<file path="config.mk">
export PLATFORM = sky130hd
export DESIGN_NAME = slc_front
export DESIGN_NICKNAME = d
export VERILOG_FILES = /design/src/rtl/slc_pkg.sv /design/src/rtl/slc_front.sv
export SDC_FILE = /design/constraint.sdc
export NUM_CORES = 1
export LEC_CHECK = 0
export BUFFER_PORTS_ARGS = -buffer_cell sky130_fd_sc_hd__buf_2
export CAP_MARGIN = 10
export CORE_MARGIN = 2
export CORE_UTILIZATION = 40
export DETAILED_ROUTE_END_ITERATION = 16
export HOLD_SLACK_MARGIN = 0.05
export PLACE_DENSITY = 0.68
export SYNTH_ARGS = -nofsm -noshare
export SYNTH_HDL_FRONTEND = slang
export SYNTH_SLANG_ARGS = --single-unit
</file>
<file path="constraint.sdc">
create_clock -name clock -period 4.9 [get_ports clock]
set_clock_uncertainty 0.2 [all_clocks]
set_input_delay 0 -clock clock [delete_from_list [all_inputs] [get_ports clock]]
set_output_delay 0 -clock clock [all_outputs]
set_load 0.02 [all_outputs]
</file>
<file path="src/rtl/slc_pkg.sv">
// ----------------------------------------------------------------------------
// slc_pkg
// Shared constants and types for the set-associative LRU cache lookup block.
// ----------------------------------------------------------------------------
`default_nettype none

package slc_pkg;

   // Default geometry
   localparam int MAX_SET_BITS_DEF = 6;
   localparam int MAX_WAYS_DEF     = 8;

   // Configuration register indexes
   localparam logic [1:0] CSR_SET_BITS   = 2'd0;
   localparam logic [1:0] CSR_BLOCK_BITS = 2'd1;
   localparam logic [1:0] CSR_WAYS       = 2'd2;

   // Lookup outcome codes
   typedef enum logic [1:0] {
      OUT_HIT   = 2'd0,
      OUT_FILL  = 2'd1,
      OUT_EVICT = 2'd2
   } outcome_type;

   // Back end sequencer states
   typedef enum logic [1:0] {
      ST_CLEAR,
      ST_IDLE,
      ST_LOOK
   } back_state_type;

   // Status from back end to front end
   typedef struct packed {
      logic clearing;
   } back_status_type;

endpackage

`default_nettype wire

</file>
<file path="src/rtl/slc_front.sv">
// ----------------------------------------------------------------------------
// slc_front
// Splits each request address into set index and tag and queues it.
// ----------------------------------------------------------------------------
`default_nettype none

module slc_front #(
   parameter int MAX_SET_BITS = slc_pkg::MAX_SET_BITS_DEF,
   parameter int MAX_WAYS     = slc_pkg::MAX_WAYS_DEF,
   parameter int SET_W        = (MAX_SET_BITS < 1) ? 1 : MAX_SET_BITS,
   parameter int CNT_W        = $clog2(MAX_WAYS + 1)
) (
   input  wire                        clock,
   input  wire                        reset,
   input  wire                        req_valid,
   output logic                       req_stall,
   input  wire  [63:0]                req_address,
   input  wire  [2:0]                 cfg_set_bits,
   input  wire  [5:0]                 cfg_block_bits,
   input  wire  [3:0]                 cfg_ways,
   input  slc_pkg::back_status_type   status,
   output logic                       q_valid,
   input  wire                        q_pop,
   output logic [SET_W-1:0]           q_set,
   output logic [63:0]                q_tag,
   output logic [CNT_W-1:0]           q_ways
);
   import slc_pkg::*;

   logic [3:0]       sb;
   logic [6:0]       shift_amt;
   logic [SET_W-1:0] set_idx;
   logic [63:0]      tag;
   logic [CNT_W-1:0] ways;
   logic             push;

   logic [SET_W-1:0] set_ff [2];
   logic [63:0]      tag_ff [2];
   logic [CNT_W-1:0] ways_ff [2];
   logic             wp_ff, wp_in, rp_ff, rp_in;
   logic [1:0]       cnt_ff, cnt_in;

   // Classify: clamp config, extract set and tag
   always_comb begin
      sb = ({1'b0, cfg_set_bits} > 4'(MAX_SET_BITS)) ? 4'(MAX_SET_BITS)
                                                     : {1'b0, cfg_set_bits};
      shift_amt = 7'(cfg_block_bits) + 7'(sb);
      set_idx = SET_W'(req_address >> cfg_block_bits) & ~({SET_W{1'b1}} << sb);
      tag = shift_amt[6] ? 64'd0 : (req_address >> shift_amt[5:0]);
      if (cfg_ways == 4'd0) begin
         ways = CNT_W'(1);
      end else if ({1'b0, cfg_ways} > 5'(MAX_WAYS)) begin
         ways = CNT_W'(MAX_WAYS);
      end else begin
         ways = CNT_W'(cfg_ways);
      end
   end

   // Two-entry request queue
   assign req_stall = (cnt_ff == 2'd2) || status.clearing;
   assign push      = req_valid && !req_stall;
   assign q_valid   = (cnt_ff != 2'd0);
   assign q_set     = set_ff[rp_ff];
   assign q_tag     = tag_ff[rp_ff];
   assign q_ways    = ways_ff[rp_ff];

   always_comb begin
      wp_in  = push ? ~wp_ff : wp_ff;
      rp_in  = q_pop ? ~rp_ff : rp_ff;
      cnt_in = cnt_ff + 2'(push) - 2'(q_pop);
   end

   always_ff @(posedge clock) begin
      if (reset) begin
         wp_ff  <= 1'b0;
         rp_ff  <= 1'b0;
         cnt_ff <= 2'd0;
      end else begin
         wp_ff  <= wp_in;
         rp_ff  <= rp_in;
         cnt_ff <= cnt_in;
      end
   end

   always_ff @(posedge clock) begin
      if (push) begin
         set_ff[wp_ff]  <= set_idx;
         tag_ff[wp_ff]  <= tag;
         ways_ff[wp_ff] <= ways;
      end
   end

endmodule

`default_nettype wire

</file>
Yosys cells after proc, flatten, opt, wreduce, memory -nomap -nowiden:

Memory sizes are Yosys's and may differ from the RTL's. A register that Yosys moved wholly into a read port is not among the register bits.
Index checks and enable logic that the tools add are counted.

* memories kept: 3
* register bits after elaboration: 4
* logic and storage cells: 36
* bits in writable memories: 148

* bitwise logic cells: 4
* equality and inequality tests: 1
* multiplexer cells: 12
* add/subtract/negate cells: 3
* reductions and logical operators: 5
* $lt $le $gt $ge: 2
* shift-type cells: 3

Memory list
* tag_ff: depth 2, bits a word 64, rd ports 1, clocked after memory_dff 1, wr ports 1, RTL line slc_front.sv:38 `logic [63:0] tag_ff [2];`
* set_ff: depth 2, bits a word 6, rd ports 1, clocked after memory_dff 1, wr ports 1, RTL line slc_front.sv:37 `logic [SET_W-1:0] set_ff [2];`
* ways_ff: depth 2, bits a word 4, rd ports 1, clocked after memory_dff 1, wr ports 1, RTL line slc_front.sv:39 `logic [CNT_W-1:0] ways_ff [2];`

Operators by type and width (count)
* $mux 64: 1
* $shr 64x6->6: 1
* $shr 64x6->64: 1
* $mux 1: 8
* $mux 4: 2
* $add 6x3->7: 1
* $and 6x6->6: 1
* $not 6->6: 1
* $shl 6x3->6 const A: 1
* $gt 4x4->1 const B: 1
* $logic_not 4->1: 1
* $gt 3x3->1 const B: 1
* $mux 3: 1
* $add 2x1->2: 1
* $eq 2x2->1 const B: 1
* $not 1->1: 2
* $reduce_bool 2->1: 1
* $sub 2x1->2: 1
* $logic_and 1x1->1: 1
* $logic_not 1->1: 1
* $logic_or 1x1->1: 1

Depth between registers and ports, before layout:

Gate-level depths: netlist of run 1.

* depth after elaboration: 6
* mapped depth: 17
* gate-level depth less buffers: 11

Worst setup path after synthesis of run 1:

No wires, ideal clock.

* kind: register -> register
* start: register cnt_ff[0]
* end: memory set_ff[0][0] in the netlist's numbering, enable pin
* arrival time: 3.752 ns
* path buffers: 0
* period minus slack after synthesis: 4.459 ns
* slack: 0.441 ns
* stages on the path, launching flop included: 5
* path through: dfxtp_1 > inv_1 > a21oi_1 > nand2_1 > nor2_1

* longest elaborated chain between the ends: 6

Ends and longest elaborated chain
* start, declared: RTL line slc_front.sv:41 `logic [1:0] cnt_ff, cnt_in;`
* start signal, assigned: RTL line slc_front.sv:81 `cnt_ff <= cnt_in;`
* $eq 2x2->1: RTL line slc_front.sv:60 `assign req_stall = (cnt_ff == 2'd2) || status.clearing;`
* $logic_or 1x1->1: RTL line slc_front.sv:60
* $logic_not 1->1: RTL line slc_front.sv:61 `assign push = req_valid && !req_stall;`
* $logic_and 1x1->1: RTL line slc_front.sv:61
* $mux 1: RTL line slc_front.sv:86 `if (push) begin`
* $mux 1 (not written as such): RTL line slc_front.sv:87 `set_ff[wp_ff] <= set_idx;`
* end, declared: RTL line slc_front.sv:37

No other way between the ends.

Final worst setup path of run 1:

* start: input port cfg_set_bits[0]
* end: memory tag_ff[1][3], data pin

* longest elaborated chain between the ends: 5

Ends and longest elaborated chain
* start, declared: RTL line slc_front.sv:18 `input wire [2:0] cfg_set_bits,`
* $gt 3x3->1: RTL line slc_front.sv:45 `sb = ({1'b0, cfg_set_bits} > 4'(MAX_SET_BITS)) ? 4'(MAX_SET_BITS)`
* $mux 3 (*): RTL line slc_front.sv:45
* $add 6x3->7 (*): RTL line slc_front.sv:47 `shift_amt = 7'(cfg_block_bits) + 7'(sb);`
* $shr 64x6->64: RTL line slc_front.sv:49 `tag = shift_amt[6] ? 64'd0 : (req_address >> shift_amt[5:0]);`
* $mux 64 (*): RTL line slc_front.sv:49
* via tag[3]: RTL line slc_front.sv:33 `logic [63:0] tag;`
* end, declared: RTL line slc_front.sv:38

Mark *: on every way through the listed nets, which the timed path passes. The rest lies on a longest branch.

==> run_results.csv, run 1 <==
group,metric,value,unit
run_status,outcome,"finished, final reports clean",
global_routing,grt_pass1_vias,10330,
global_routing,grt_max_degree,75,
place,hpwl,30940,um
worst_setup_path,r2r_start,"cnt_ff[0]",
route,drt-total-wl,41630,um
layout,layout-drive-gt1-share,33.02,%
place,place_ws,0.5684,ns
floorplanning,fp.dieArea,32940,um2
synth,avgSynthCellArea,11.33,um2
pwr,power.share.combinational,41.2,%
clocking,clk_pin_slew,0.06,ns
worst_setup_path,cp-startpoint,"cfg_set_bits[0]",
pwr,p_int,0.003289,W
place,dp_cells,1607,
route,postRouteAntennaNets,0,
clocking,cts-root-buf,"clkbuf_16",
synth,synth.distinct_cells,71,
pwr,power.density,354.4,nW/um2
floorplanning,pin_count,158,
sta,finalSetupTns,0,ns
pwr,p_clk_share,26.8,%
floorplanning,core-area,30830,um2
synth,synth_seq_cells,153,
clocking,cts_buffer_depth,2,
sta,max_slew_margin,23.77,%
place,place.port_buffers,157,
route,wl_per_cell,25.14,um
layout,area_growth_syn_to_layout,15.70,%
floorplanning,start_util,40.87,%
layout,final_common_cell,"mux2i_1",
clocking,tritoncts,"done",
route,num_vias,10597,
synth,async_flop_share,0,%
layout,final_core_util,47.29,%
layout,num_antenna_cells,0,
route,via_per_inst,6.399,
sta,finalSetupViolations,0,
sta,finalHoldViolations,0,
global_routing,gr-total-overflow,0,
synth,syn_nets,1200,
global_routing,grt_usage,24.96,%
sta,fmax,222.2,MHz
synth,ys.flop_type,"edfxtp_1",
hold_path,hp-start,"cfg_block_bits[4]",
worst_setup_path,critPathArrivalTime,4.42,ns
worst_setup_path,path_max_fanout,18,
floorplanning,die_h,181.5,um
layout,finalNetCount,1335,
synth,synth_edf_count,148,
pwr,pwr-share-seq,32.0,%
synth,ys_warn_count,0,
worst_setup_path,path_class,"in -> reg",
pwr,cellLeakagePower,5.591,nW
hold_path,hp-class,"in -> reg",
clocking,htree_levels,4,
pwr,p_switching,0.001878,W
route,drtIter0Drc,1264,
pwr,p_sw_share,36.35,%
worst_setup_path,worstSetupStartpointType,"primary input",
synth,synth_cells,1112,
sta,tightest_slew,1.144,ns
sta,fin_crit,4.500,ns
sta,slew_violations,0,
worst_setup_path,crit_path_end_kind,"flip-flop",
route,first_pass_iters,6,
floorplanning,die_w,181.5,um
clocking,clk_latency,0.42,ns
sta,worst_slack,0.3997,ns
worst_setup_path,critPathRequiredTime,4.82,ns
sta,finalCritPeriodShare,91.84,%
clocking,clkSinkCount,153,
global_routing,grt_pass1_wl,62520,um
synth,syn-cell-area,12600,um2
synth,yosysSeqAreaShare,36.06,%
layout,fill_cells,2818,
layout,final_cell_mix,"170 x mux2i_1, 156 x buf_2, 148 x edfxtp_1",
layout,stdcell_count,1656,
global_routing,antenna_found_initial,0,
place,place_congestion,0.9591,
pwr,irDropWorstVdd,0.2075,mV
route,route.detailed.drc,0,
clocking,numCtsBuffers,17,
flow_run,cap_violations,0,
floorplanning,rows,64,
sta,rsz0062_at_grt,"no",
area by class of cell:
type	count	area (um2)	share of cell area (%)
Timing Repair Buffer	210	1266	8.685
Tap cell	396	495.5	3.399
Clock buffer	18	429.2	2.944
Multi-Input combinational cell	851	7587	52.04
Inverter	14	57.56	0.3948
Sequential cell	153	4548	31.20
Clock inverter	14	195.2	1.339
power groups by stage:
stage | Sequential (W) | Clock, W | Combinational (W)
after floorplan | 0.00165 | 0 | 0.00141
after global placement | 0.00168 | 0 | 0.00206
after detailed placement | 0.00168 | 0 | 0.00206
after CTS | 0.00166 | 0.00141 | 0.00208
after global routing | 0.00167 | 0.00147 | 0.00223
final | 0.00165 | 0.00138 | 0.00213
cells in the mapped netlist (6+ instances only):
master | number | area, um2
a211oi_1 | 16 | 120.1
a21o_1 | 9 | 67.56
a21oi_1 | 48 | 240.2
a221o_1 | 9 | 90.09
a22oi_1 | 6 | 45.04
and2_1 | 13 | 81.33
and3_1 | 7 | 43.79
buf_1 | 10 | 37.54
buf_2 | 20 | 100.1
clkbuf_1 | 56 | 210.2
edfxtp_1 | 148 | 4444
inv_1 | 12 | 45.04
mux2_2 | 98 | 1104
mux2i_1 | 170 | 1702
mux4_2 | 80 | 1802
nand2_1 | 100 | 375.4
nand2b_1 | 12 | 75.07
nand3_1 | 15 | 75.07
nor2_1 | 85 | 319.1
nor2b_1 | 6 | 37.54
nor3_1 | 19 | 95.09
o211ai_1 | 9 | 67.56
o21ai_0 | 16 | 80.08
o21ai_1 | 7 | 35.03
o221ai_1 | 8 | 70.07
o22ai_1 | 23 | 143.9
layer usage:
metal | up-vias | track usage [%] | share of wire (%)
li1 | 4669 | - | -
met3 | 89 | 5.756 | 9.0
met1 | 5249 | 32.51 | 40
met2 | 590 | 40.95 | 48
met4 | 0 | 8.650 | 2.8
met5 | - | 0 | 0
path summary, 6_finish.rpt:
path                    to  slack, ns  cells past startpoint
max           tag_ff[1][3]       0.40                     12
min           set_ff[0][2]       0.10                      2
max reg2reg  ways_ff[0][2]       2.58                      5
min reg2reg          rp_ff       0.32                      2
registers in the layout (all words and copies together), names as in the netlist, named ones only:
name	flops
cnt_ff	2
rp_ff	1
set_ff	12
tag_ff	128
ways_ff	8
wp_ff	1
critical path: stages:
cell and delay, ns:
dlygate4sd3_1 0.54, buf_2 0.15, a21bo_1 0.47, inv_6 0.14, ha_1 0.25, fa_1 0.45
a21oi_1 0.25, nand2b_1 0.22, xor2_2 0.65, buf_4 0.37, mux2i_1 0.60, o211ai_1 0.30
through the flow:
step           cell area, um2  hold slack (ns)  total power, W
2_1_floorplan           12600          -0.1284        0.003069
3_3_place_gp            13780          0.02487        0.003736
3_5_place_dp            13780          0.03261        0.003741
4_1_cts                 14580          0.05719        0.005146
5_1_grt                 14580          0.07128        0.005363
6_report                14580           0.1022        0.005167
repair_timing:
item / CTS / global route
resized for setup: 0 / 0
buffers inserted: 0 / 0
hold endpoints to repair: 27 / 0
hold buffers: 17 / 0
cell families after synthesis:
kind of cell               Yosys count  synth area share (%)
and+or+nand+nor                    269                 9.413
xor gates and xnor gates            10                0.8440
muxes                              352                 37.03
AOI/OAI and AO/OA                  214                 12.03
buffers and inverters              108                 3.962
DFF                                153                 36.06
adders and majority gates            6                0.6554
Note: power is estimated with default switching activity, not from simulation.
==> inputs of run 2 (changes only) <==
- REMOVE_ABC_BUFFERS: default -> 1
==> run 2 against run 1 <==
  * Highest routed layer unchanged
  * Register-to-register slack lost 0.19 ns
  * Sequential share of layout area about the same
  * Final cell count grew 0.42%
  * Cell area about the same
  * Core utilization hardly changed
  * Routed wire length increased by 2.1%
  * Largest power group unchanged
==> run_results.csv, run 2 (same netlist as run 1, synthesis figures left out) <==
group,metric,value,unit
clocking,clkSinkCount,153,
floorplanning,die_w,181.5,um
hold_path,holdPathStages,3,
pwr,power.share.combinational,41.8,%
sta,tightest_slew,1.069,ns
sta,finalCritPeriodShare,93.02,%
sta,fin_crit,4.558,ns
hold_path,hp-class,"in -> reg",
hold_path,hp-start,"reset",
floorplanning,die_h,181.5,um
route,first_pass_iters,5,
route,via_per_inst,6.428,
global_routing,grt_max_degree,87,
layout,layout-drive-gt1-share,33.15,%
route,postRouteAntennaNets,0,
pwr,p_int,0.003191,W
flow_run,cap_violations,0,
floorplanning,rows,64,
layout,final_common_cell,"mux2i_1",
pwr,pwr-share-seq,32.5,%
floorplanning,fp.dieArea,32940,um2
worst_setup_path,critPathArrivalTime,4.49,ns
sta,max_slew_margin,28.64,%
place,dp_cells,1612,
global_routing,grt_pass1_wl,64230,um
clocking,post_cts_resized,0,
global_routing,antenna_found_initial,0,
sta,finalHoldViolations,0,
layout,fill_cells,2781,
clocking,tritoncts,"done",
route,drtIter0Drc,1192,
route,route.detailed.drc,0,
sta,rsz0062_at_grt,"no",
run_status,outcome,"finished, final reports clean",
sta,fmax,219.4,MHz
pwr,p_switching,0.001890,W
layout,design_area,14590,um2
place,place_ws,0.6066,ns
layout,finalNetCount,1342,
layout,final_cell_mix,"170 x mux2i_1, 156 x buf_2, 148 x edfxtp_1",
pwr,irDropWorstVdd,0.1811,mV
route,wl_per_cell,25.57,um
worst_setup_path,rr_endpoint,"tag_ff[0][59]",
sta,finalSetupViolations,0,
floorplanning,start_util,40.87,%
floorplanning,core-area,30830,um2
sta,hold_ws,0.1405,ns
worst_setup_path,path_max_fanout,67,
layout,stdcell_count,1663,
sta,slew_violations,0,
global_routing,grt_pass1_vias,10527,
worst_setup_path,r2r_slack,2.39,ns
sta,worst_slack,0.3418,ns
place,place.port_buffers,157,
clocking,cts_setup_buffers,0,
worst_setup_path,worstSetupStartpointType,"primary input",
layout,num_antenna_cells,0,
worst_setup_path,r2r_start,"cnt_ff[0]",
route,num_vias,10689,
clocking,cts-root-buf,"clkbuf_16",
clocking,numCtsBuffers,17,
worst_setup_path,crit_path_end_kind,"flip-flop",
layout,area_growth_syn_to_layout,15.77,%
layout,largest_register,"tag_ff",
worst_setup_path,path_class,"in -> reg",
layout,reg.largest.list,"tag_ff x128, set_ff x12, ways_ff x8",
layout,largest_reg_flops,128,
clocking,cts_hold_buf,19,
pwr,p_sw_share,37.20,%
clocking,clk_latency,0.43,ns
clocking,htree_levels,4,
place,hpwl,31270,um
clocking,cts_buffer_depth,2,
hold_path,min_to,"cnt_ff[1]",
route,drt-total-wl,42520,um
place,place_congestion,1.005,
pwr,power.density,348.3,nW/um2
pwr,cellLeakagePower,5.598,nW
floorplanning,pin_count,158,
clocking,clk_pin_slew,0.06,ns
place,place_area,13820,um2
global_routing,grt_usage,25.59,%
global_routing,gr-total-overflow,0,
pwr,p_clk_share,25.7,%
pwr,total_power,0.005080,W
worst_setup_path,critPathRequiredTime,4.83,ns
worst_setup_path,r2r_cells,5,
==> run 2: cell types whose count changed in the layout (fill, tap and decap cells not counted) <==
| cell | delta |
|---|---|
| clkinvlp_4 | +1 |
| buf_4 | +5 |
| clkinv_4 | -1 |
| bufinv_16 | -2 |
| clkinv_1 | +1 |
| dlygate4sd3_1 | +2 |
| inv_6 | +1 |
==> run 2: power groups by stage <==
| stage | combinational [W] | clock (W) | sequential [W] |
|---|---|---|---|
| finish | 0.00212 | 0.00130 | 0.00165 |
| global route | 0.00224 | 0.00138 | 0.00166 |
| CTS | 0.00208 | 0.00133 | 0.00165 |
| detailed placement | 0.00206 | 0 | 0.00168 |
| global placement | 0.00205 | 0 | 0.00168 |
| floorplan | 0.00139 | 0 | 0.00167 |
==> run 2: worst max-delay path: stages <==
cell and delay [ns]:
dlygate4sd3_1 0.54, buf_2 0.15, a21bo_1 0.44, inv_6 0.13
ha_1 0.25, fa_1 0.46, xnor2_2 0.22, buf_12 0.37
mux4_2 0.43, mux4_2 0.56, a222oi_1 0.68, o21ai_1 0.22
==> run 2: metrics by stage <==
| stage | TNS (ns) | util [%] |
|---|---|---|
| 6_report | 0 | 47.32 |
| 5_1_grt | 0 | 47.32 |
| 4_1_cts | 0 | 47.32 |
| 3_5_place_dp | 0 | 44.83 |
| 3_3_place_gp | 0 | 44.83 |
| 2_1_floorplan | -411.03 | - |
==> run 2: worst max path at each step <==
stage               startpoint       endpoint  slack, ns
2_1_floorplan  cfg_set_bits[0]   tag_ff[0][2]      -3.75
3_3_place_gp   cfg_set_bits[1]  tag_ff[0][12]       0.67
3_5_place_dp   cfg_set_bits[1]  tag_ff[1][12]       0.61
4_1_cts        cfg_set_bits[1]  tag_ff[1][12]       0.52
5_1_grt        cfg_set_bits[1]  tag_ff[1][12]       0.29
6_report       cfg_set_bits[0]  tag_ff[1][12]       0.34
==> run 2: metal layers <==
| metal | up-vias | routed length, um | track usage, % |
|---|---|---|---|
| met3 | 81 | 3773 | 5.836 |
| met1 | 5326 | 17630 | 34.09 |
| met5 | - | 0 | 0 |
| met2 | 599 | 19930 | 41.24 |
| met4 | 0 | 1188 | 8.683 |
| li1 | 4683 | - | - |
==> run 2: area by class of cell <==
type	instances	area (um2)	share of cell area, %
multi-input combinational	851	7587	52.01
tap	396	495.5	3.397
sequential	153	4548	31.18
clock inverter	14	146.4	1.004
clock buffer	18	429.2	2.942
inverter	14	57.56	0.3945
timing repair buffer	217	1324	9.075
==> inputs of run 3 (changes only) <==
- ABC_AREA: default -> 1
==> run 3 against run 2 <==
  * Routed wire length grew 2.3%
  * Synthesized cell count increased by 53%
  * Clock power barely moved
  * Combinational power decreased by 12%
  * Sequential cell count did not move
==> run_results.csv, run 3 <==
group,metric,value,unit
worst_setup_path,worst-path-buf-inv,5,
route,num_vias,12857,
place,place_area,13180,um2
clocking,cts_setup_buffers,0,
synth,ys.flop_type,"edfxtp_1",
pwr,power.density,340.0,nW/um2
floorplanning,core-area,30430,um2
synth,ys_warn_count,0,
sta,slew_violations,0,
worst_setup_path,critPathArrivalTime,3.47,ns
worst_setup_path,path_depth,15,
sta,tightest_slew,1.021,ns
hold_path,holdPathStages,3,
synth,synthTopCellsByCount,"613 x nand3_1, 356 x nand2_1, 148 x edfxtp_1, 110 x o21ai_0, 97 x inv_1",
floorplanning,start_util,40.30,%
floorplanning,die_w,179.1,um
layout,largest_reg_flops,128,
worst_setup_path,path_class,"in -> reg",
route,via_per_inst,5.852,
sta,finalSetupViolations,0,
layout,largest_register,"tag_ff",
route,first_pass_iters,8,
worst_setup_path,worstSetupStartpointType,"primary input",
synth,synth.distinct_cells,37,
clocking,cts-root-buf,"clkbuf_16",
clocking,clk_pin_slew,0.06,ns
worst_setup_path,path_delay_family,"buffers and inverters",
worst_setup_path,crit_chain,"dlygate4sd3_1, buf_2, nand2_2, nand2_2, inv_1, ha_1, fa_2, xor2_4, inv_2, buf_4, nand3_1, nand3_1, nand3_1, nand3_1, nand2_1",
worst_setup_path,cp_common_cell,"nand3_1",
synth,syn-cell-area,12260,um2
worst_setup_path,r2r_cells,6,
pwr,irDropWorstVdd,0.1711,mV
floorplanning,fp.dieArea,32080,um2
synth,synth_cells,1696,
flow_run,cap_violations,0,
worst_setup_path,r2r_slack,2.46,ns
synth,avgSynthCellArea,7.231,um2
worst_setup_path,crit_path_end_kind,"flip-flop",
global_routing,grt_pass1_wl,65980,um
clocking,clk_latency,0.43,ns
synth,synth_seq_cells,153,
global_routing,gr-total-overflow,0,
synth,async_flop_share,0,%
layout,layout-drive-gt1-share,17.49,%
sta,fin_crit,3.502,ns
hold_path,hp-class,"in -> reg",
route,postRouteAntennaNets,0,
global_routing,grt_max_degree,76,
sta,finalCritPeriodShare,71.48,%
floorplanning,rows,64,
sta,rsz0062_at_grt,"no",
synth,ys_top_cells_by_area,"edfxtp_1 36%, nand3_1 25%, nand2_1 11%",
clocking,cts_buffer_depth,2,
clocking,post_cts_resized,0,
clocking,tritoncts,"done",
route,wl_per_cell,19.81,um
route,drt-total-wl,43520,um
global_routing,antenna_found_initial,0,
layout,finalNetCount,1876,
worst_setup_path,critPathRequiredTime,4.87,ns
synth,yosysSeqAreaShare,37.05,%
clocking,clkSinkCount,153,
clocking,numCtsBuffers,17,
layout,final_core_util,45.93,%
floorplanning,die_h,179.1,um
synth,synth_most_common_cell,"nand3_1",
sta,finalHoldViolations,0,
pwr,cellLeakagePower,5.954,nW
global_routing,grt_pass1_vias,11674,
global_routing,grt_usage,26.85,%
layout,area_growth_syn_to_layout,13.97,%
route,drtIter0Drc,1615,
run_status,outcome,"finished, final reports clean",
floorplanning,pin_count,158,
layout,fill_cells,3066,
place,place_congestion,0.9888,
clocking,cts_hold_buf,20,
layout,num_antenna_cells,0,
layout,design_area,13980,um2
layout,reg.largest.list,"tag_ff x128, set_ff x12, ways_ff x8",
place,hpwl,31430,um
worst_setup_path,cp_slowest_stage_delay,0.62,ns
route,route.detailed.drc,0,
worst_setup_path,path_max_fanout,46,
synth,yosysTopAreaCell,"edfxtp_1",
clocking,htree_levels,4,
synth,synth_edf_count,148,
sta,max_slew_margin,31.93,%
place,place.port_buffers,157,
layout,final_common_cell,"nand3_1",
layout,final_cell_mix,"613 x nand3_1, 356 x nand2_1, 156 x buf_2",
sta,fmax,285.5,MHz
synth,synth_top_area_share,36.24,%
worst_setup_path,slowest_stage,"inv_2",
## run 3: cell count changes after synthesis, moves of 24 or more
| cell | delta |
|---|---|
| inv_1 | +85 |
| mux2_2 | -24 |
| mux2i_1 | -170 |
| mux4_2 | -80 |
| nand2_1 | +256 |
| nand3_1 | +598 |
| nor2_1 | -26 |
| o21ai_0 | +94 |
## run 3: layer usage
layer | part of all wire [%] | track usage, % | wire [um] | vias up
met5 | 0 | 0 | 0 | -
met4 | 3.1 | 9.879 | 1330 | 0
met3 | 7.6 | 3.287 | 3292 | 70
met2 | 45 | 42.40 | 19790 | 598
met1 | 44 | 37.67 | 19110 | 6051
li1 | - | - | - | 6138
## run 3: cell type report
type,count,area (um2),share of cell area (%)
clock inverters,15,143.9,1.029
flip-flops and latches,153,4548,32.54
multi-input cells,1313,6780,48.51
inverters,102,382.9,2.739
clock buffers,17,425.4,3.044
well taps,396,495.5,3.545
repair buffers,201,1201,8.594
## run 3: worst paths after layout
path	end	from
worst max-delay path	tag_ff[1][3]	cfg_set_bits[1]
worst min-delay path	cnt_ff[0]	reset
worst max register to register	tag_ff[1][43]	cnt_ff[0]
worst min register to register	rp_ff	rp_ff
## run 3: worst min-delay path, cell delays in order
cell	delay, ns
dlygate4sd3_1	0.52
buf_2	0.15
nor2_1	0.05
## run 3: metrics by stage
step	cells	hold slack, ns	setup TNS [ns]	setup WS [ns]	total power (W)
after floorplan	1568	-0.1288	-50.26	-0.5149	0.002860
after global placement	2144	0.02552	0	1.595	0.003441
after detailed placement	2144	0.03369	0	1.527	0.003458
after CTS	2196	0.1105	0	1.470	0.004748
after global routing	2197	0.1565	0	1.235	0.005025
final	2197	0.1384	0	1.398	0.004752
## run 3: cell families (layout without fill, tap and decap cells)
kind of cell / Yosys count / after routing / share of synthesized area [%]
and+or+nand+nor: 1066 / 1066 / 39.86
buffers and inverters: 230 / 335 / 8.100
AOI/OAI and AO/OA: 161 / 161 / 6.876
DFF: 153 / 153 / 37.05
muxes: 74 / 74 / 6.795
adders and majority gates: 6 / 6 / 0.6733
xor gates and xnor gates: 6 / 6 / 0.6428
## run 3: power by group
part	switching [W]	leakage, nW	internal, W
Clock	0.000563	0.269	0.000708
Sequential	0.0000415	1.40	0.00158
Combinational	0.00128	4.28	0.000580
Total	0.00188	5.95	0.00287
